<file path="config.mk">
export PLATFORM = sky130hd
export DESIGN_NAME = glyph_bitmap_expander_2x_core
export DESIGN_NICKNAME = d
export VERILOG_FILES = /design/src/hdl/gbe_pkg.sv /design/src/hdl/glyph_bitmap_expander_2x_core.sv /design/src/hdl/gbe_front.sv /design/src/hdl/gbe_cmdq.sv /design/src/hdl/gbe_back.sv
export VERILOG_INCLUDE_DIRS = /design/src /design/src/hdl
export SDC_FILE = /design/constraint.sdc
export NUM_CORES = 1
export LEC_CHECK = 0
export ABC_AREA = 0
export BUFFER_PORTS_ARGS = -buffer_cell sky130_fd_sc_hd__buf_2
export CORE_AREA = 5 5 224 226
export CTS_CLUSTER_SIZE = 16
export DETAILED_ROUTE_END_ITERATION = 8
export DIE_AREA = 0 0 229 231
export MAX_ROUTING_LAYER = met4
export PLACE_DENSITY = 0.73
export SYNTH_ARGS = -nofsm -noshare
export SYNTH_HDL_FRONTEND = slang
export SYNTH_SLANG_ARGS = --single-unit
export TNS_END_PERCENT = 30
</file>
<file path="constraint.sdc">
create_clock -name clk -period 6.3 [get_ports clk]
set_input_delay 1.26 -clock clk [delete_from_list [all_inputs] [get_ports clk]]
set_output_delay 1.26 -clock clk [all_outputs]
set_load 0.01 [all_outputs]
</file>
<file path="src/hdl/glyph_bitmap_expander_2x_core_defines.svh">
// Assertion macros for the glyph expander core.
`ifndef GLYPH_BITMAP_EXPANDER_2X_CORE_DEFINES_SVH
`define GLYPH_BITMAP_EXPANDER_2X_CORE_DEFINES_SVH

// Same-cycle implication, sampled on clk, quiet during reset.
`define GBE_ASSERT_IMPL(label, ante, cons, msg) \
    label: assert property (@(posedge clk) disable iff (!rst_n) (ante) |-> (cons)) \
        else $error(msg);

// Next-cycle implication, sampled on clk, quiet during reset.
`define GBE_ASSERT_NEXT(label, ante, cons, msg) \
    label: assert property (@(posedge clk) disable iff (!rst_n) (ante) |=> (cons)) \
        else $error(msg);

`endif

</file>
<file path="src/hdl/gbe_pkg.sv">
`default_nettype none

package gbe_pkg;

    // Input opcodes
    localparam logic OP_GLYPH_START = 1'b0;
    localparam logic OP_BITMAP_BYTE = 1'b1;

    // Configuration register indexes and reset values
    localparam int unsigned APB_ADDR_W = 4;
    localparam logic [1:0] REG_LINE_WIDTH  = 2'd0;
    localparam logic [1:0] REG_LINE_HEIGHT = 2'd1;
    localparam logic [1:0] REG_LEFT_MARGIN = 2'd2;
    localparam logic [11:0] LINE_WIDTH_RST  = 12'd300;
    localparam logic [7:0]  LINE_HEIGHT_RST = 8'd30;
    localparam logic [7:0]  LEFT_MARGIN_RST = 8'd10;

    // Cursor divider: one quotient bit per cycle
    localparam int unsigned DIV_STEPS = 32;
    localparam int unsigned DIV_CNT_W = $clog2(DIV_STEPS);
    localparam logic [DIV_CNT_W-1:0] DIV_LAST = DIV_CNT_W'(DIV_STEPS - 1);

    // Result queue in the expander
    localparam int unsigned OFIFO_DEPTH = 2;
    localparam int unsigned OFIFO_AW    = $clog2(OFIFO_DEPTH);
    localparam int unsigned OFIFO_CW    = $clog2(OFIFO_DEPTH + 1);

    typedef enum logic [1:0] {
        FE_IDLE,
        FE_DIV,
        FE_MUL
    } fe_state_t;

    typedef enum logic {
        BE_IDLE,
        BE_EXPAND
    } be_state_t;

    // Classified command from front to back
    typedef struct packed {
        logic        opcode;
        logic [7:0]  width;
        logic [7:0]  height;
        logic [7:0]  bits;
        logic [15:0] origin_x;
        logic [15:0] origin_y;
    } cmd_t;

    typedef struct packed {
        logic [15:0] pixel_x;
        logic [15:0] pixel_y;
        logic        lit;
        logic        glyph_done;
        logic        last;
    } pix_t;

    typedef struct packed {
        logic busy;
    } fe_status_t;

endpackage

`default_nettype wire

</file>
<file path="src/hdl/glyph_bitmap_expander_2x_core.sv">
`default_nettype none

// 2x glyph bitmap expander. Push a glyph-start transaction (opcode 0, width,
// height), then the glyph's bitmap bytes (opcode 1), 1 bpp, MSB first, packed
// continuously across rows. Each bitmap bit inside the glyph yields four pixel
// transactions covering a 2x2 block at (origin + left_margin + 2*col,
// origin + 2*row), ordered top-left, top-right, bottom-left, bottom-right;
// glyph_done marks the glyph's final pixel and last marks the final pixel of
// each byte. Bits beyond the glyph, bytes with no glyph open and zero-sized
// glyphs produce nothing. A glyph start takes the current pen as its origin and
// advances a 32-bit cursor by 2 + 2*width; the new pen is the cursor split by
// line_width (0 reads as 1) through a one-bit-a-cycle divider and a 16x8
// multiply, so full stays high while both run after a glyph start is taken.
// A bitmap byte goes from the front into the command queue; the expander pops it
// from the command queue and emits its up to 32 pixels one pixel a cycle,
// stalling whenever the result queue is full. A glyph start only loads the
// expander's origin and size and emits nothing. While the expander runs, the front keeps
// taking transactions into a CMD_DEPTH-entry command queue (full also rises
// when that queue is full), and a two-entry result queue decouples the pop side.
// Registers (APB, 4-byte stride): 0 line_width (12b, 300), 1 line_height
// (8b, 30), 2 left_margin (8b, 10). Write them only while the core is idle.

`include "glyph_bitmap_expander_2x_core_defines.svh"

module glyph_bitmap_expander_2x_core
#(
    parameter int unsigned CMD_DEPTH = 4
)
(
    input  wire                              clk,
    input  wire                              rst_n,
    input  wire                              psel,
    input  wire                              penable,
    input  wire                              pwrite,
    input  wire  [gbe_pkg::APB_ADDR_W-1:0]   paddr,
    input  wire  [31:0]                      pwdata,
    output logic [31:0]                      prdata,
    output logic                             pready,
    input  wire                              push,
    output logic                             full,
    input  wire                              opcode,
    input  wire  [7:0]                       glyph_width,
    input  wire  [7:0]                       glyph_height,
    input  wire  [7:0]                       bitmap_byte,
    output logic                             empty,
    input  wire                              pop,
    output logic [15:0]                      pixel_x,
    output logic [15:0]                      pixel_y,
    output logic                             lit,
    output logic                             glyph_done,
    output logic                             last
);

    // Configuration registers
    logic [11:0] line_width_reg, line_width_next;
    logic [7:0]  line_height_reg, line_height_next;
    logic [7:0]  left_margin_reg, left_margin_next;
    logic        cfg_wr;
    logic [1:0]  cfg_idx;

    // Front to queue to back
    logic                cmd_push;
    gbe_pkg::cmd_t       cmd_in;
    gbe_pkg::cmd_t       cmd_out;
    logic                cmdq_full;
    logic                cmdq_empty;
    logic                cmd_pop;
    gbe_pkg::fe_status_t fe_status;
    gbe_pkg::pix_t       res;
    logic                start_taken;

    assign pready  = 1'b1;
    assign cfg_idx = paddr[3:2];
    assign cfg_wr  = psel && penable && pwrite && pready;

    always_comb
    begin
        line_width_next  = line_width_reg;
        line_height_next = line_height_reg;
        left_margin_next = left_margin_reg;
        if (cfg_wr)
        begin
            case (cfg_idx)
                gbe_pkg::REG_LINE_WIDTH:  line_width_next  = pwdata[11:0];
                gbe_pkg::REG_LINE_HEIGHT: line_height_next = pwdata[7:0];
                gbe_pkg::REG_LEFT_MARGIN: left_margin_next = pwdata[7:0];
                default:                  line_width_next  = line_width_reg;
            endcase
        end

        case (cfg_idx)
            gbe_pkg::REG_LINE_WIDTH:  prdata = {20'd0, line_width_reg};
            gbe_pkg::REG_LINE_HEIGHT: prdata = {24'd0, line_height_reg};
            gbe_pkg::REG_LEFT_MARGIN: prdata = {24'd0, left_margin_reg};
            default:                  prdata = '0;
        endcase
    end

    always_ff @(posedge clk or negedge rst_n)
    begin
        if (!rst_n)
        begin
            line_width_reg  <= gbe_pkg::LINE_WIDTH_RST;
            line_height_reg <= gbe_pkg::LINE_HEIGHT_RST;
            left_margin_reg <= gbe_pkg::LEFT_MARGIN_RST;
        end
        else
        begin
            line_width_reg  <= line_width_next;
            line_height_reg <= line_height_next;
            left_margin_reg <= left_margin_next;
        end
    end

    // Front: takes transactions, tracks cursor and pen, tags bytes with origin
    gbe_front u_front
    (
        .clk          (clk),
        .rst_n        (rst_n),
        .push         (push),
        .full         (full),
        .opcode       (opcode),
        .glyph_width  (glyph_width),
        .glyph_height (glyph_height),
        .bitmap_byte  (bitmap_byte),
        .line_width   (line_width_reg),
        .line_height  (line_height_reg),
        .cmdq_full    (cmdq_full),
        .cmd_push     (cmd_push),
        .cmd          (cmd_in),
        .status       (fe_status)
    );

    gbe_cmdq #(.DEPTH(CMD_DEPTH)) u_cmdq
    (
        .clk     (clk),
        .rst_n   (rst_n),
        .push    (cmd_push),
        .cmd_in  (cmd_in),
        .pop     (cmd_pop),
        .cmd_out (cmd_out),
        .full    (cmdq_full),
        .empty   (cmdq_empty)
    );

    // Back: expands bytes into 2x2 pixel blocks
    gbe_back u_back
    (
        .clk         (clk),
        .rst_n       (rst_n),
        .cmd_valid   (!cmdq_empty),
        .cmd         (cmd_out),
        .cmd_pop     (cmd_pop),
        .left_margin (left_margin_reg),
        .pop         (pop),
        .empty       (empty),
        .res         (res)
    );

    assign pixel_x    = res.pixel_x;
    assign pixel_y    = res.pixel_y;
    assign lit        = res.lit;
    assign glyph_done = res.glyph_done;
    assign last       = res.last;

    // Checks
    assign start_taken = push && !full && (opcode == gbe_pkg::OP_GLYPH_START);

    `GBE_ASSERT_NEXT(a_start_holds_off, start_taken, full, "glyph start did not hold off input")
    `GBE_ASSERT_IMPL(a_busy_means_full, fe_status.busy, full, "input open while pen update runs")
    `GBE_ASSERT_IMPL(a_done_ends_item, !empty && glyph_done, last, "glyph done without last")

endmodule

`default_nettype wire

</file>
<file path="src/hdl/gbe_front.sv">
`default_nettype none

module gbe_front
(
    input  wire                 clk,
    input  wire                 rst_n,
    input  wire                 push,
    output logic                full,
    input  wire                 opcode,
    input  wire  [7:0]          glyph_width,
    input  wire  [7:0]          glyph_height,
    input  wire  [7:0]          bitmap_byte,
    input  wire  [11:0]         line_width,
    input  wire  [7:0]          line_height,
    input  wire                 cmdq_full,
    output logic                cmd_push,
    output gbe_pkg::cmd_t       cmd,
    output gbe_pkg::fe_status_t status
);

    gbe_pkg::fe_state_t state_reg, state_next;
    logic [31:0] cursor_reg, cursor_next;
    logic [15:0] pen_x_reg, pen_x_next;
    logic [15:0] pen_y_reg, pen_y_next;
    logic [31:0] quo_reg, quo_next;
    logic [11:0] rem_reg, rem_next;
    logic [gbe_pkg::DIV_CNT_W-1:0] cnt_reg, cnt_next;
    logic [11:0] lw_reg, lw_next;
    logic [7:0]  lh_reg, lh_next;

    logic        accept;
    logic [31:0] cursor_sum;
    logic [12:0] trial;
    logic [12:0] diff;
    logic        ge;
    logic [23:0] prod;

    always_ff @(posedge clk or negedge rst_n)
    begin
        if (!rst_n)
        begin
            state_reg  <= gbe_pkg::FE_IDLE;
            cursor_reg <= '0;
            pen_x_reg  <= '0;
            pen_y_reg  <= '0;
        end
        else
        begin
            state_reg  <= state_next;
            cursor_reg <= cursor_next;
            pen_x_reg  <= pen_x_next;
            pen_y_reg  <= pen_y_next;
        end
    end

    always_ff @(posedge clk)
    begin
        quo_reg <= quo_next;
        rem_reg <= rem_next;
        cnt_reg <= cnt_next;
        lw_reg  <= lw_next;
        lh_reg  <= lh_next;
    end

    always_comb
    begin
        full   = (state_reg != gbe_pkg::FE_IDLE) || cmdq_full;
        accept = push && !full;
        status.busy = (state_reg != gbe_pkg::FE_IDLE);

        cmd.opcode   = opcode;
        cmd.width    = glyph_width;
        cmd.height   = glyph_height;
        cmd.bits     = bitmap_byte;
        cmd.origin_x = pen_x_reg;
        cmd.origin_y = pen_y_reg;
        cmd_push     = accept;

        cursor_sum = cursor_reg + 32'd2 + {23'd0, glyph_width, 1'b0};
        // restoring division step: shift next dividend bit into remainder
        trial = {rem_reg, quo_reg[31]};
        ge    = (trial >= {1'b0, lw_reg});
        diff  = trial - {1'b0, lw_reg};
        prod  = quo_reg[15:0] * lh_reg;

        state_next  = state_reg;
        cursor_next = cursor_reg;
        pen_x_next  = pen_x_reg;
        pen_y_next  = pen_y_reg;
        quo_next    = quo_reg;
        rem_next    = rem_reg;
        cnt_next    = cnt_reg;
        lw_next     = lw_reg;
        lh_next     = lh_reg;

        case (state_reg)
            gbe_pkg::FE_IDLE:
            begin
                if (accept && (opcode == gbe_pkg::OP_GLYPH_START))
                begin
                    cursor_next = cursor_sum;
                    quo_next    = cursor_sum;
                    rem_next    = '0;
                    cnt_next    = '0;
                    lw_next     = (line_width == 12'd0) ? 12'd1 : line_width;
                    lh_next     = line_height;
                    state_next  = gbe_pkg::FE_DIV;
                end
            end
            gbe_pkg::FE_DIV:
            begin
                quo_next = {quo_reg[30:0], ge};
                rem_next = ge ? diff[11:0] : trial[11:0];
                cnt_next = cnt_reg + 1'b1;
                if (cnt_reg == gbe_pkg::DIV_LAST)
                begin
                    state_next = gbe_pkg::FE_MUL;
                end
            end
            gbe_pkg::FE_MUL:
            begin
                // only the low 16 bits of the row offset survive
                pen_x_next = {4'd0, rem_reg};
                pen_y_next = prod[15:0];
                state_next = gbe_pkg::FE_IDLE;
            end
            default:
            begin
                state_next = gbe_pkg::FE_IDLE;
            end
        endcase
    end

endmodule

`default_nettype wire

</file>
<file path="src/hdl/gbe_cmdq.sv">
`default_nettype none

module gbe_cmdq
#(
    parameter int unsigned DEPTH = 4
)
(
    input  wire           clk,
    input  wire           rst_n,
    input  wire           push,
    input  gbe_pkg::cmd_t cmd_in,
    input  wire           pop,
    output gbe_pkg::cmd_t cmd_out,
    output logic          full,
    output logic          empty
);

    localparam int unsigned AW = (DEPTH > 1) ? $clog2(DEPTH) : 1;
    localparam int unsigned CW = $clog2(DEPTH + 1);
    localparam logic [AW-1:0] PTR_LAST = AW'(DEPTH - 1);
    localparam logic [CW-1:0] CNT_MAX  = CW'(DEPTH);

    gbe_pkg::cmd_t q_reg [DEPTH];
    logic [AW-1:0] wr_ptr_reg, wr_ptr_next;
    logic [AW-1:0] rd_ptr_reg, rd_ptr_next;
    logic [CW-1:0] cnt_reg, cnt_next;
    logic          do_push;
    logic          do_pop;

    always_comb
    begin
        full    = (cnt_reg == CNT_MAX);
        empty   = (cnt_reg == '0);
        cmd_out = q_reg[rd_ptr_reg];
        do_push = push && !full;
        do_pop  = pop && !empty;

        wr_ptr_next = wr_ptr_reg;
        rd_ptr_next = rd_ptr_reg;
        cnt_next    = cnt_reg;
        if (do_push)
        begin
            wr_ptr_next = (wr_ptr_reg == PTR_LAST) ? '0 : wr_ptr_reg + 1'b1;
        end
        if (do_pop)
        begin
            rd_ptr_next = (rd_ptr_reg == PTR_LAST) ? '0 : rd_ptr_reg + 1'b1;
        end
        if (do_push && !do_pop)
        begin
            cnt_next = cnt_reg + 1'b1;
        end
        else if (do_pop && !do_push)
        begin
            cnt_next = cnt_reg - 1'b1;
        end
    end

    always_ff @(posedge clk or negedge rst_n)
    begin
        if (!rst_n)
        begin
            wr_ptr_reg <= '0;
            rd_ptr_reg <= '0;
            cnt_reg    <= '0;
        end
        else
        begin
            wr_ptr_reg <= wr_ptr_next;
            rd_ptr_reg <= rd_ptr_next;
            cnt_reg    <= cnt_next;
        end
    end

    always_ff @(posedge clk)
    begin
        if (do_push)
        begin
            q_reg[wr_ptr_reg] <= cmd_in;
        end
    end

endmodule

`default_nettype wire

</file>
<file path="src/hdl/gbe_back.sv">
`default_nettype none

module gbe_back
(
    input  wire           clk,
    input  wire           rst_n,
    input  wire           cmd_valid,
    input  gbe_pkg::cmd_t cmd,
    output logic          cmd_pop,
    input  wire  [7:0]    left_margin,
    input  wire           pop,
    output logic          empty,
    output gbe_pkg::pix_t res
);

    localparam logic [gbe_pkg::OFIFO_CW-1:0] OCNT_MAX = gbe_pkg::OFIFO_CW'(gbe_pkg::OFIFO_DEPTH);
    localparam logic [gbe_pkg::OFIFO_AW-1:0] OPTR_LAST =
        gbe_pkg::OFIFO_AW'(gbe_pkg::OFIFO_DEPTH - 1);

    gbe_pkg::be_state_t state_reg, state_next;
    logic        active_reg, active_next;
    logic [15:0] ox_reg, ox_next;
    logic [15:0] oy_reg, oy_next;
    logic [7:0]  aw_reg, aw_next;
    logic [7:0]  ah_reg, ah_next;
    logic [7:0]  col_reg, col_next;
    logic [7:0]  row_reg, row_next;
    logic [7:0]  byte_reg, byte_next;
    logic [2:0]  bit_reg, bit_next;
    logic [1:0]  sub_reg, sub_next;

    gbe_pkg::pix_t ofifo_reg [gbe_pkg::OFIFO_DEPTH];
    logic [gbe_pkg::OFIFO_AW-1:0] owr_reg, owr_next;
    logic [gbe_pkg::OFIFO_AW-1:0] ord_reg, ord_next;
    logic [gbe_pkg::OFIFO_CW-1:0] ocnt_reg, ocnt_next;

    gbe_pkg::pix_t wdata;
    logic          wr_en;
    logic          rd_en;
    logic          ofull;
    logic [8:0]    col_inc;
    logic [8:0]    row_inc;
    logic          col_wrap;
    logic          glyph_end;
    logic          item_end;

    always_comb
    begin
        ofull = (ocnt_reg == OCNT_MAX);
        empty = (ocnt_reg == '0);
        res   = ofifo_reg[ord_reg];
        rd_en = pop && !empty;

        col_inc   = {1'b0, col_reg} + 9'd1;
        row_inc   = {1'b0, row_reg} + 9'd1;
        col_wrap  = (col_inc >= {1'b0, aw_reg});
        glyph_end = col_wrap && (row_inc >= {1'b0, ah_reg});
        item_end  = glyph_end || (bit_reg == 3'd0);

        // 2x2 block: sub bit 0 steps x, sub bit 1 steps y
        wdata.pixel_x    = ox_reg + {8'd0, left_margin} + {7'd0, col_reg, 1'b0}
                         + {15'd0, sub_reg[0]};
        wdata.pixel_y    = oy_reg + {7'd0, row_reg, 1'b0} + {15'd0, sub_reg[1]};
        wdata.lit        = byte_reg[bit_reg];
        wdata.glyph_done = (sub_reg == 2'd3) && glyph_end;
        wdata.last       = (sub_reg == 2'd3) && item_end;

        state_next  = state_reg;
        active_next = active_reg;
        ox_next     = ox_reg;
        oy_next     = oy_reg;
        aw_next     = aw_reg;
        ah_next     = ah_reg;
        col_next    = col_reg;
        row_next    = row_reg;
        byte_next   = byte_reg;
        bit_next    = bit_reg;
        sub_next    = sub_reg;
        cmd_pop     = 1'b0;
        wr_en       = 1'b0;

        case (state_reg)
            gbe_pkg::BE_IDLE:
            begin
                cmd_pop = cmd_valid;
                if (cmd_valid)
                begin
                    if (cmd.opcode == gbe_pkg::OP_GLYPH_START)
                    begin
                        // a new glyph drops whatever was left of the previous one
                        ox_next     = cmd.origin_x;
                        oy_next     = cmd.origin_y;
                        aw_next     = cmd.width;
                        ah_next     = cmd.height;
                        col_next    = '0;
                        row_next    = '0;
                        active_next = (cmd.width != 8'd0) && (cmd.height != 8'd0);
                    end
                    else if (active_reg)
                    begin
                        byte_next  = cmd.bits;
                        bit_next   = 3'd7;
                        sub_next   = 2'd0;
                        state_next = gbe_pkg::BE_EXPAND;
                    end
                end
            end
            gbe_pkg::BE_EXPAND:
            begin
                wr_en = !ofull;
                if (!ofull)
                begin
                    sub_next = sub_reg + 2'd1;
                    if (sub_reg == 2'd3)
                    begin
                        bit_next = bit_reg - 3'd1;
                        if (col_wrap)
                        begin
                            col_next = '0;
                            row_next = row_inc[7:0];
                        end
                        else
                        begin
                            col_next = col_inc[7:0];
                        end
                        if (glyph_end)
                        begin
                            active_next = 1'b0;
                        end
                        if (item_end)
                        begin
                            state_next = gbe_pkg::BE_IDLE;
                        end
                    end
                end
            end
            default:
            begin
                state_next = gbe_pkg::BE_IDLE;
            end
        endcase

        owr_next  = owr_reg;
        ord_next  = ord_reg;
        ocnt_next = ocnt_reg;
        if (wr_en)
        begin
            owr_next = (owr_reg == OPTR_LAST) ? '0 : owr_reg + 1'b1;
        end
        if (rd_en)
        begin
            ord_next = (ord_reg == OPTR_LAST) ? '0 : ord_reg + 1'b1;
        end
        if (wr_en && !rd_en)
        begin
            ocnt_next = ocnt_reg + 1'b1;
        end
        else if (rd_en && !wr_en)
        begin
            ocnt_next = ocnt_reg - 1'b1;
        end
    end

    always_ff @(posedge clk or negedge rst_n)
    begin
        if (!rst_n)
        begin
            state_reg  <= gbe_pkg::BE_IDLE;
            active_reg <= 1'b0;
            ox_reg     <= '0;
            oy_reg     <= '0;
            aw_reg     <= '0;
            ah_reg     <= '0;
            col_reg    <= '0;
            row_reg    <= '0;
            owr_reg    <= '0;
            ord_reg    <= '0;
            ocnt_reg   <= '0;
        end
        else
        begin
            state_reg  <= state_next;
            active_reg <= active_next;
            ox_reg     <= ox_next;
            oy_reg     <= oy_next;
            aw_reg     <= aw_next;
            ah_reg     <= ah_next;
            col_reg    <= col_next;
            row_reg    <= row_next;
            owr_reg    <= owr_next;
            ord_reg    <= ord_next;
            ocnt_reg   <= ocnt_next;
        end
    end

    always_ff @(posedge clk)
    begin
        byte_reg <= byte_next;
        bit_reg  <= bit_next;
        sub_reg  <= sub_next;
        if (wr_en)
        begin
            ofifo_reg[owr_reg] <= wdata;
        end
    end

endmodule

`default_nettype wire
</file>
==> flow_metrics.tcl, run 1 <==
set metrics [dict create \
    synth_common_cells "edfxtp_1 (358), nand2_1 (177), dfrtp_1 (152)" \
    slew_headroom_pct 24.06 \
    wl_per_cell_microns 19.11 \
    synth_area_per_cell_sq_um 13.52 \
    grt_overflow_total 0 \
    synthSimpleGateAreaFrac_pct 9.101 \
    place_area_sq_mm 0.02693 \
    cts_tree "done" \
    crit_chain "and2_1, fa_1, fa_1, fa_1, inv_1, fa_1, inv_1, ha_1, and2_1, a221o_1, nor2_1, a21oi_1, a31oi_1, xnor2_1, o21ai_0" \
    fin_skew_ps 29.46 \
    post-route-period-util_pct 75.23 \
    arrival_ps 5190 \
    synth_fa_ha_area_share_pct 10.49 \
    whs_ps 472.0 \
    globalplace.congestion 0.8533 \
    power.switching_w 0.006811 \
    grt_max_degree 96 \
    postCtsHoldBufs 0 \
    die_w_microns 229 \
    crit_family "adder cells" \
    setup_violations 0 \
    vias_per_cell 5.533 \
    drt-pass1-iter-count 5 \
    p_int_w 0.01052 \
    initial_core_util_pct 53.95 \
    critPathSlowestCell "edfxtp_1" \
    hpwl_mm 34.12 \
    cts_buffers 52 \
    yosysTopAreaCell "edfxtp_1" \
    fillCellCount 3661 \
    cts.clk_slew.worst_paths_ps 60 \
    synth_compound_area_share_pct 5.155 \
    clkLatencyLatePin_ps 620 \
    yosysWarnings 0 \
    dr.first_iter.drc_count 931 \
    status "completed" \
    fin_cells 2669 \
    cts-root-buf "clkbuf_16" \
    cap_violations 0 \
    yosysTopAreaCellShare_pct 41.40 \
    p_per_area_mw_per_mm2 603.0 \
    setup_tns_ps 0 \
    cellLeakagePower_nw 11.58 \
    hold_violations 0 \
    ir_worst_vdd_uv 942.7 \
    postCtsSetupBuffers 0 \
    via_count 14770 \
    grt_pass1_wl_mm 83.89 \
    antenna_found_initial 0 \
    design_area_sq_mm 0.02874 \
    clock-sinks 520 \
    crit_top_cell "fa_1" \
    seqPwrFrac_pct 32.2 \
    drt-total-wl_mm 51.02 \
    synth_xor_area_share_pct 4.081 \
    row_count 81 \
    fmax_mhz 211.0 \
    swShare_pct 39.31 \
    die_area_sq_mm 0.05290 \
    slowest_delay_ps 580 \
    path_buf_inv 2 \
    drcViolationCount 0 \
    postRouteAntennaNets 0 \
    crit_type "flip-flop to flip-flop" \
    hp-class "flip-flop to flip-flop" \
    clkPwrFrac_pct 18.5 \
    synth_area_leaders "edfxtp_1 (41%), dfrtp_1 (15%), fa_1 (5.6%), ha_1 (4.9%), mux4_2 (4.8%)" \
    yosys.cell_count.top_type "edfxtp_1" \
    io_pins 138 \
    synthToLayoutAreaGrowth_pct 10.65 \
    worstPathRequired_ps 6750 \
    drv_slew 0 \
    synth_ff_type "edfxtp_1" \
    h-tree-depth 2 \
    post-place-cells 2571 \
    endpoint_kind "flip-flop" \
    synth_top_family_by_area "adder cells" \
    cp_max_fo 12 \
    antenna_cells 0 \
    syn_area_sq_mm 0.02597 \
    synthMuxAreaShare_pct 10.06 \
    grtUsageTotal_pct 20.23 \
    fin_crit_ps 4739 \
    synth_cells 1921 \
    largest_register_ffs 212 \
    startpoint_type "flip-flop" \
    grt_pass1_vias 15630 \
    ys_seq_area_share_pct 57.05 \
    cts.path.max_buffers 3 \
    post_cts_resized 0 \
    combPwrFrac_pct 49.3 \
    die_h_microns 231 \
    drive_gt1_share_pct 19.00 \
    coreArea_sq_mm 0.04814 \
    yosysUniqueCellTypes 75 \
    ys_ff_latch 520 \
    fin_nets 2245 \
    synth_edf_count 358 \
    async_flop_share_pct 31.15 \
    rsz0062_at_grt "no" \
    portBuffers 91 \
    tightest_slew_ps 1136 \
]
[metal layers]
metal  routed length, microns  track usage (%)
met1                    21880            26.13
met2                    25700            33.89
met3                     2369            3.284
met4                     1072            5.300
met5                        0                -
[cell type report]
type	instances	area (sq um)	area share, %
clock inverter	22	302.8	1.054
tap	622	778.2	2.708
timing repair buffer	103	564.3	1.964
sequential	520	14820	51.58
inverter	145	544.3	1.894
clock buffer	76	1503	5.229
multi-input combinational	1181	10220	35.57
[power groups by stage]
| stage | Clock (W) | Combinational (W) | Sequential, W |
|---|---|---|---|
| after floorplan | 0 | 0.00653 | 0.00534 |
| after global placement | 0 | 0.00830 | 0.00560 |
| after detailed placement | 0 | 0.00855 | 0.00565 |
| after CTS | 0.00327 | 0.00862 | 0.00559 |
| after global routing | 0.00343 | 0.00960 | 0.00570 |
| final | 0.00320 | 0.00854 | 0.00558 |
[through the flow]
stage	power [W]	utilization, %	setup slack [ps]
CTS	0.01748	59.69	1587
global route	0.01872	59.69	1292
finish	0.01733	59.69	1561
floorplan	0.01188	-	1918
global placement	0.01390	55.94	1639
detailed placement	0.01420	55.94	1604
[logic make-up after synthesis]
family,count (synthesis)
flops,520
simple gates,471
buf+inv,242
compound gates,212
mux,179
fa+ha+maj,174
xor+xnor,121
other cells,2
[cell usage in the layout, fill, tap and decap left out, drive strengths merged, types with 13 or more instances in the layout]
cell type,Yosys,routed
a21o,16,16
a21oi,34,34
and2,89,89
and3,22,22
buf,46,103
clkbuf,51,76
clkinv,0,14
conb,2,24
dfrtp,152,152
edfxtp,358,358
fa,73,73
ha,101,101
inv,145,146
mux2,106,106
mux2i,18,18
mux4,55,55
nand2,178,178
nand2b,15,15
nand3,40,40
nor2,60,60
nor2b,13,13
nor3,15,15
o21ai,102,102
xnor2,76,76
xor2,45,45
[path summary, 6_finish.rpt]
path	from	endpoint	slack, ps	cells past startpoint
hold / removal	u_back.ord_reg	u_back.ord_reg	470	1
max in group asynchronous	rst_n	u_back.ah_reg[3]	4650	2
setup reg to reg	u_front.lh_reg[4]	u_front.pen_y_reg[15]	1560	15
setup / recovery	u_front.lh_reg[4]	u_front.pen_y_reg[15]	1560	15
min in group asynchronous	rst_n	left_margin_reg[2]	660	1
hold reg to reg	u_back.ord_reg	u_back.ord_reg	470	1
Note: power is estimated with default switching activity, not from simulation.
==> run 2: changes to the inputs <==
--- a/config.mk
+++ b/config.mk
@@ -6,14 +6,14 @@
 export SDC_FILE = /design/constraint.sdc
 export NUM_CORES = 1
 export LEC_CHECK = 0
-export ABC_AREA = 0
+export ABC_AREA = 1
 export BUFFER_PORTS_ARGS = -buffer_cell sky130_fd_sc_hd__buf_2
-export CORE_AREA = 5 5 224 226
+export CORE_AREA = 5 5 228 230
 export CTS_CLUSTER_SIZE = 16
 export DETAILED_ROUTE_END_ITERATION = 8
-export DIE_AREA = 0 0 229 231
+export DIE_AREA = 0 0 233 235
 export MAX_ROUTING_LAYER = met4
-export PLACE_DENSITY = 0.73
+export PLACE_DENSITY = 0.76
 export SYNTH_ARGS = -nofsm -noshare
 export SYNTH_HDL_FRONTEND = slang
 export SYNTH_SLANG_ARGS = --single-unit
==> constraint.sdc (replaced) <==
create_clock -name clk -period 3.9 [get_ports clk]
set_input_delay 0.78 -clock clk [delete_from_list [all_inputs] [get_ports clk]]
set_output_delay 0.78 -clock clk [all_outputs]
set_load 0.01 [all_outputs]
==> flow_metrics.tcl, run 2 <==
set metrics [dict create \
    via_count 19010 \
    drv_slew 0 \
    grt_overflow_total 0 \
    antenna_found_initial 3 \
    r2r_start "u_front.lh_reg[6]" \
    fin_crit_ps 4073 \
    cts.path.max_buffers 3 \
    final_common_cell "nand2_1" \
    cp_max_fo 8 \
    slew_headroom_pct 26.60 \
    yosysTopAreaCell "edfxtp_1" \
    drt-total-wl_mm 59.28 \
    io_pins 138 \
    drive_gt1_share_pct 12.99 \
    portBuffers 91 \
    synth_area_per_cell_sq_um 9.710 \
    cap_violations 0 \
    synth_ff_type "edfxtp_1" \
    status "complete, but fails checks" \
    h-tree-depth 2 \
    synth_common_cells "nand2_1 (790), edfxtp_1 (358), inv_1 (351)" \
    synth_cells 2779 \
    yosys.cell_count.top_type "nand2_1" \
    largest_register_ffs 212 \
    synthToLayoutAreaGrowth_pct 13.10 \
    vias_per_cell 5.259 \
    rsz0062_at_grt "yes" \
    yosysWarnings 0 \
    cts_tree "done" \
    postRouteAntennaNets 0 \
    globalplace.congestion 0.8761 \
    coreArea_sq_mm 0.04966 \
    yosysUniqueCellTypes 56 \
    yosysTopAreaCellShare_pct 39.84 \
    finalCoreUtilization_pct 61.46 \
    row_count 82 \
    post-route-period-util_pct 104.4 \
    cts-root-buf "clkbuf_16" \
    r2r_cells 17 \
    postCtsHoldBufs 0 \
    cts_buffers 51 \
    hp-class "input pin to async pin" \
    grt_pass1_vias 19240 \
    setup_ws_ps -173.3 \
    syn_area_sq_mm 0.02698 \
    preCtsSetupSlack_ps -321.7 \
    grt_max_degree 106 \
    initial_core_util_pct 54.34 \
    synth_edf_count 358 \
    cts.clk_slew.worst_paths_ps 60 \
    worstPathRequired_ps 4380 \
    grt_pass1_wl_mm 97.53 \
    fin_nets 3139 \
    endpoint_kind "flip-flop" \
    clkLatencyLatePin_ps 620 \
    hpwl_mm 40.68 \
    synth_area_leaders "edfxtp_1 (40%), dfrtp_1 (14%), nand2_1 (11%), fa_1 (5.4%), inv_1 (4.9%)" \
    crit_type "flip-flop to flip-flop" \
    whs_ps 168.7 \
    rrSetupSlack_ps -170 \
    fmax_mhz 245.5 \
    startpoint_type "flip-flop" \
    setup_tns_ps -962.9 \
    tightest_slew_ps 1101 \
    ys_seq_area_share_pct 54.91 \
    violations "negative setup slack" \
    die_h_microns 235 \
    hold_violations 0 \
    ys_ff_latch 520 \
    drcViolationCount 0 \
    fin_skew_ps 25.20 \
    arrival_ps 4560 \
    drt-pass1-iter-count 5 \
    setup_violations 9 \
    worstReg2RegEnd "u_front.pen_y_reg[15]" \
    die_w_microns 233 \
    die_area_sq_mm 0.05476 \
    clock-sinks 520 \
    wl_per_cell_microns 16.40 \
    dr.first_iter.drc_count 1355 \
    grtUsageTotal_pct 22.51 \
    final_cell_mix "nand2_1 (782), edfxtp_1 (358), inv_1 (342)" \
    async_flop_share_pct 31.15 \
]
-- run 2: critical path, stage by stage (launching register included) --
cell and delay, ps:
edfxtp_1 550, nand2_1 130, inv_1 60, fa_1 500
inv_1 60, fa_1 540, inv_1 50, fa_1 510
inv_2 50, fa_1 520, inv_2 60, ha_4 250
buf_6 130, a31oi_4 150, nand3_2 110, nand3b_1 170
nand3_1 70, nand2_1 50
-- run 2: cell type report --
class                   instances  area [sq um]
fillers                      4012         19140
flip-flops and latches        520         14820
multi-input cells            1791         10620
inverters                     357          1349
clock buffers                  60          1341
repair buffers                176          1141
well taps                     672         840.8
clock inverters                36         401.6
diodes                          3         7.507
-- run 2: how the worst max path moves through the flow --
stage	startpoint	endpoint	slack, ps	cells after the start
after global placement	u_front.lh_reg[7]	u_front.pen_y_reg[10]	-250	16
after CTS	u_front.lh_reg[5]	u_front.pen_y_reg[9]	-130	16
final	u_front.lh_reg[6]	u_front.pen_y_reg[15]	-170	17
after global routing	u_front.lh_reg[6]	u_front.pen_y_reg[15]	-350	17
after floorplan	u_front.quo_reg[8]	u_front.pen_y_reg[15]	-20	17
after detailed placement	u_front.lh_reg[6]	u_front.pen_y_reg[15]	-320	16
-- run 2: cell families (layout without fill, tap and decap cells) --
family	Yosys count	count (layout)	synth area share, %
adder cells (fa/ha/maj)	174	174	10.10
buffers and inverters	490	629	7.401
AND/OR/NAND/NOR	1168	1168	17.63
AO/OA/AOI/OAI	336	336	6.853
XOR/XNOR	69	69	2.240
multiplexers	20	20	0.8347
other	2	27	0.02783
flip-flops	520	520	54.91
-- run 2: routing by layer --
layer | vias to the layer above | routed length, microns | global-route usage, %
li1 | 9243 | - | -
met1 | 9177 | 25790 | 29.88
met2 | 496 | 29290 | 36.88
met3 | 96 | 2852 | 2.680
met4 | 0 | 1357 | 6.713
met5 | - | 0 | -
-- run 2: stage by stage --
stage	cells	area (sq um)
6_report	3615	30520
5_1_grt	3615	30520
4_1_cts	3611	30460
3_5_place_dp	3503	28400
3_3_place_gp	3503	28400
2_1_floorplan	2801	27180
-- run 2: timing repair --
action	CTS	global route
pin swaps	30	2
resized for setup	50	14
setup endpoints to repair	9	10
setup buffers	12	1
Power of run 2 is left out: the tool's default activity adds up to more than one toggle a clock period on the data nets, which glitch-free logic cannot reach.
==> run 3: changes to the inputs <==
--- a/config.mk
+++ b/config.mk
@@ -7,13 +7,13 @@
 export NUM_CORES = 1
 export LEC_CHECK = 0
 export ABC_AREA = 1
-export BUFFER_PORTS_ARGS = -buffer_cell sky130_fd_sc_hd__buf_2
-export CORE_AREA = 5 5 228 230
+export CORE_AREA = 5 5 239 241
 export CTS_CLUSTER_SIZE = 16
 export DETAILED_ROUTE_END_ITERATION = 8
-export DIE_AREA = 0 0 233 235
+export DIE_AREA = 0 0 244 246
+export DONT_BUFFER_PORTS = 1
 export MAX_ROUTING_LAYER = met4
-export PLACE_DENSITY = 0.76
+export PLACE_DENSITY = 0.68
 export SYNTH_ARGS = -nofsm -noshare
 export SYNTH_HDL_FRONTEND = slang
 export SYNTH_SLANG_ARGS = --single-unit
==> flow_metrics.tcl, run 3 (synthesis gave the netlist of run 2 again) <==
set metrics [dict create \
    endpoint_kind "flip-flop" \
    largest_register_ffs 212 \
    cts_buffers 54 \
    r2r_start "u_front.lh_reg[5]" \
    final_cell_mix "nand2_1 (775), edfxtp_1 (358), inv_1 (334)" \
    cp-endpoint "u_front.pen_y_reg[11]" \
    drt-total-wl_mm 60.32 \
    fillCellCount 4638 \
    rsz0062_at_grt "yes" \
    worstPathRequired_ps 4400 \
    setup_tns_ps -1023 \
    whs_ps -121.5 \
    vias_per_cell 5.204 \
    antenna_cells 0 \
    io_pins 138 \
    grt_pass1_vias 18740 \
    wl_per_cell_microns 16.87 \
    h-tree-depth 2 \
    hpwl_mm 39.96 \
    synthToLayoutAreaGrowth_pct 13.06 \
    cts_tree "done" \
    final_common_cell "nand2_1" \
    status "complete, but fails checks" \
    die_h_microns 246 \
    hold_violations 76 \
    coreArea_sq_mm 0.05466 \
    hp-class "input pin to async pin" \
    crit_chain "buf_6, nand2_4, inv_2, fa_1, fa_1, fa_1, inv_2, fa_1, inv_2, ha_4, a21oi_4, o21ai_2, a21oi_2, o21ai_2, or2_4, nand3_2, nand2_1" \
    fin_nets 3068 \
    crit_start "u_front.lh_reg[5]" \
    setup_ws_ps -216.1 \
    grt_overflow_total 0 \
    critPathSlowestCell "edfxtp_1" \
    fin_skew_ps 17.56 \
    drt-pass1-iter-count 5 \
    antenna_found_initial 0 \
    arrival_ps 4610 \
    postRouteAntennaNets 0 \
    cap_violations 0 \
    via_count 18610 \
    die_w_microns 244 \
    preCtsSetupSlack_ps -376.4 \
    r2r_cells 17 \
    drcViolationCount 0 \
    crit_top_cell "fa_1" \
    dr.first_iter.drc_count 1211 \
    slew_headroom_pct 23.38 \
    setup_violations 9 \
    row_count 86 \
    clkLatencyLatePin_ps 620 \
    grt_pass1_wl_mm 97.59 \
    rrSetupSlack_ps -220 \
    cp_max_fo 8 \
    initial_core_util_pct 49.36 \
    portBuffers 0 \
    drive_gt1_share_pct 11.98 \
    violations "negative hold slack, negative setup slack" \
    fin_crit_ps 4116 \
    drv_slew 0 \
    cts.path.max_buffers 3 \
    grtUsageTotal_pct 20.61 \
    fmax_mhz 242.9 \
    cts-root-buf "clkbuf_16" \
    globalplace.congestion 0.8948 \
    grt_max_degree 163 \
    post-route-period-util_pct 105.5 \
    clock-sinks 520 \
    worstReg2RegEnd "u_front.pen_y_reg[11]" \
    die_area_sq_mm 0.06002 \
    slowest_delay_ps 550 \
    crit_type "flip-flop to flip-flop" \
    cts.clk_slew.worst_paths_ps 60 \
    tightest_slew_ps 1148 \
    startpoint_type "flip-flop" \
]
[run 3: cell count changes in the layout (fill, tap and decap cells not counted), moves of 5 or more]
cell / before / now
inv_2: 10 / 17
nand2_1: 782 / 775
inv_1: 342 / 334
buf_4: 77 / 83
clkbuf_1: 7 / 12
buf_2: 91 / 1
buf_6: 6 / 16
clkinv_1: 11 / 3
[run 3: critical path: cells and delay by family (launching register included)]
kind / cells / cell delay [ps]
buf+inv: 4 / 330
simple gates: 4 / 380
compound gates: 4 / 530
fa+ha+maj: 5 / 2220
flops: 1 / 550
[run 3: timing repair]
item / CTS / global route
pin swaps: 67 / 11
endpoints found under the hold margin: 152 / 153
setup buffers: 25 / 1
setup endpoints to repair: 9 / 10
cloned: 1 / 0
resized for setup: 92 / 26
[run 3: metrics by stage]
step / utilization, % / hold WS [ps] / cell area, sq um / std cells
6_report: 55.81 / -121.5 / 30510 / 3575
5_1_grt: 55.81 / -160.2 / 30510 / 3575
4_1_cts: 55.59 / -160.0 / 30390 / 3574
3_5_place_dp: 51.22 / 465.5 / 28000 / 3447
3_3_place_gp: 51.22 / 461.5 / 28000 / 3447
2_1_floorplan: - / 445.9 / 27180 / 2801
[run 3: worst min path at each step]
| stage | start | end | slack (ps) |
|---|---|---|---|
| floorplan | u_front.cursor_reg[2] | u_front.cursor_reg[2] | 450 |
| global placement | u_front.cursor_reg[5] | u_front.cursor_reg[5] | 460 |
| detailed placement | line_width_reg[6] | u_front.lw_reg[6] | 470 |
| CTS | rst_n | u_back.ox_reg[3] | -160 |
| global route | rst_n | u_back.aw_reg[3] | -160 |
| finish | rst_n | left_margin_reg[2] | -120 |
[run 3: final cells by class]
cell class	count	area (sq um)	area share (%)
sequential	520	14820	48.57
tap	704	880.8	2.887
clock inverter	32	391.6	1.284
timing repair buffer	102	848.3	2.781
inverter	357	1354	4.438
clock buffer	69	1449	4.749
multi-input combinational	1791	10770	35.29
[run 3: metal layers]
| layer | part of all wire [%] | vias up | GRT usage, % | wire [microns] |
|---|---|---|---|---|
| li1 | - | 9109 | - | - |
| met1 | 45 | 8959 | 27.03 | 26900 |
| met2 | 48 | 436 | 33.90 | 29110 |
| met3 | 4.6 | 102 | 3.255 | 2749 |
| met4 | 2.6 | 0 | 5.642 | 1557 |
| met5 | 0 | - | - | 0 |
Power of run 3 is left out for the same reason.
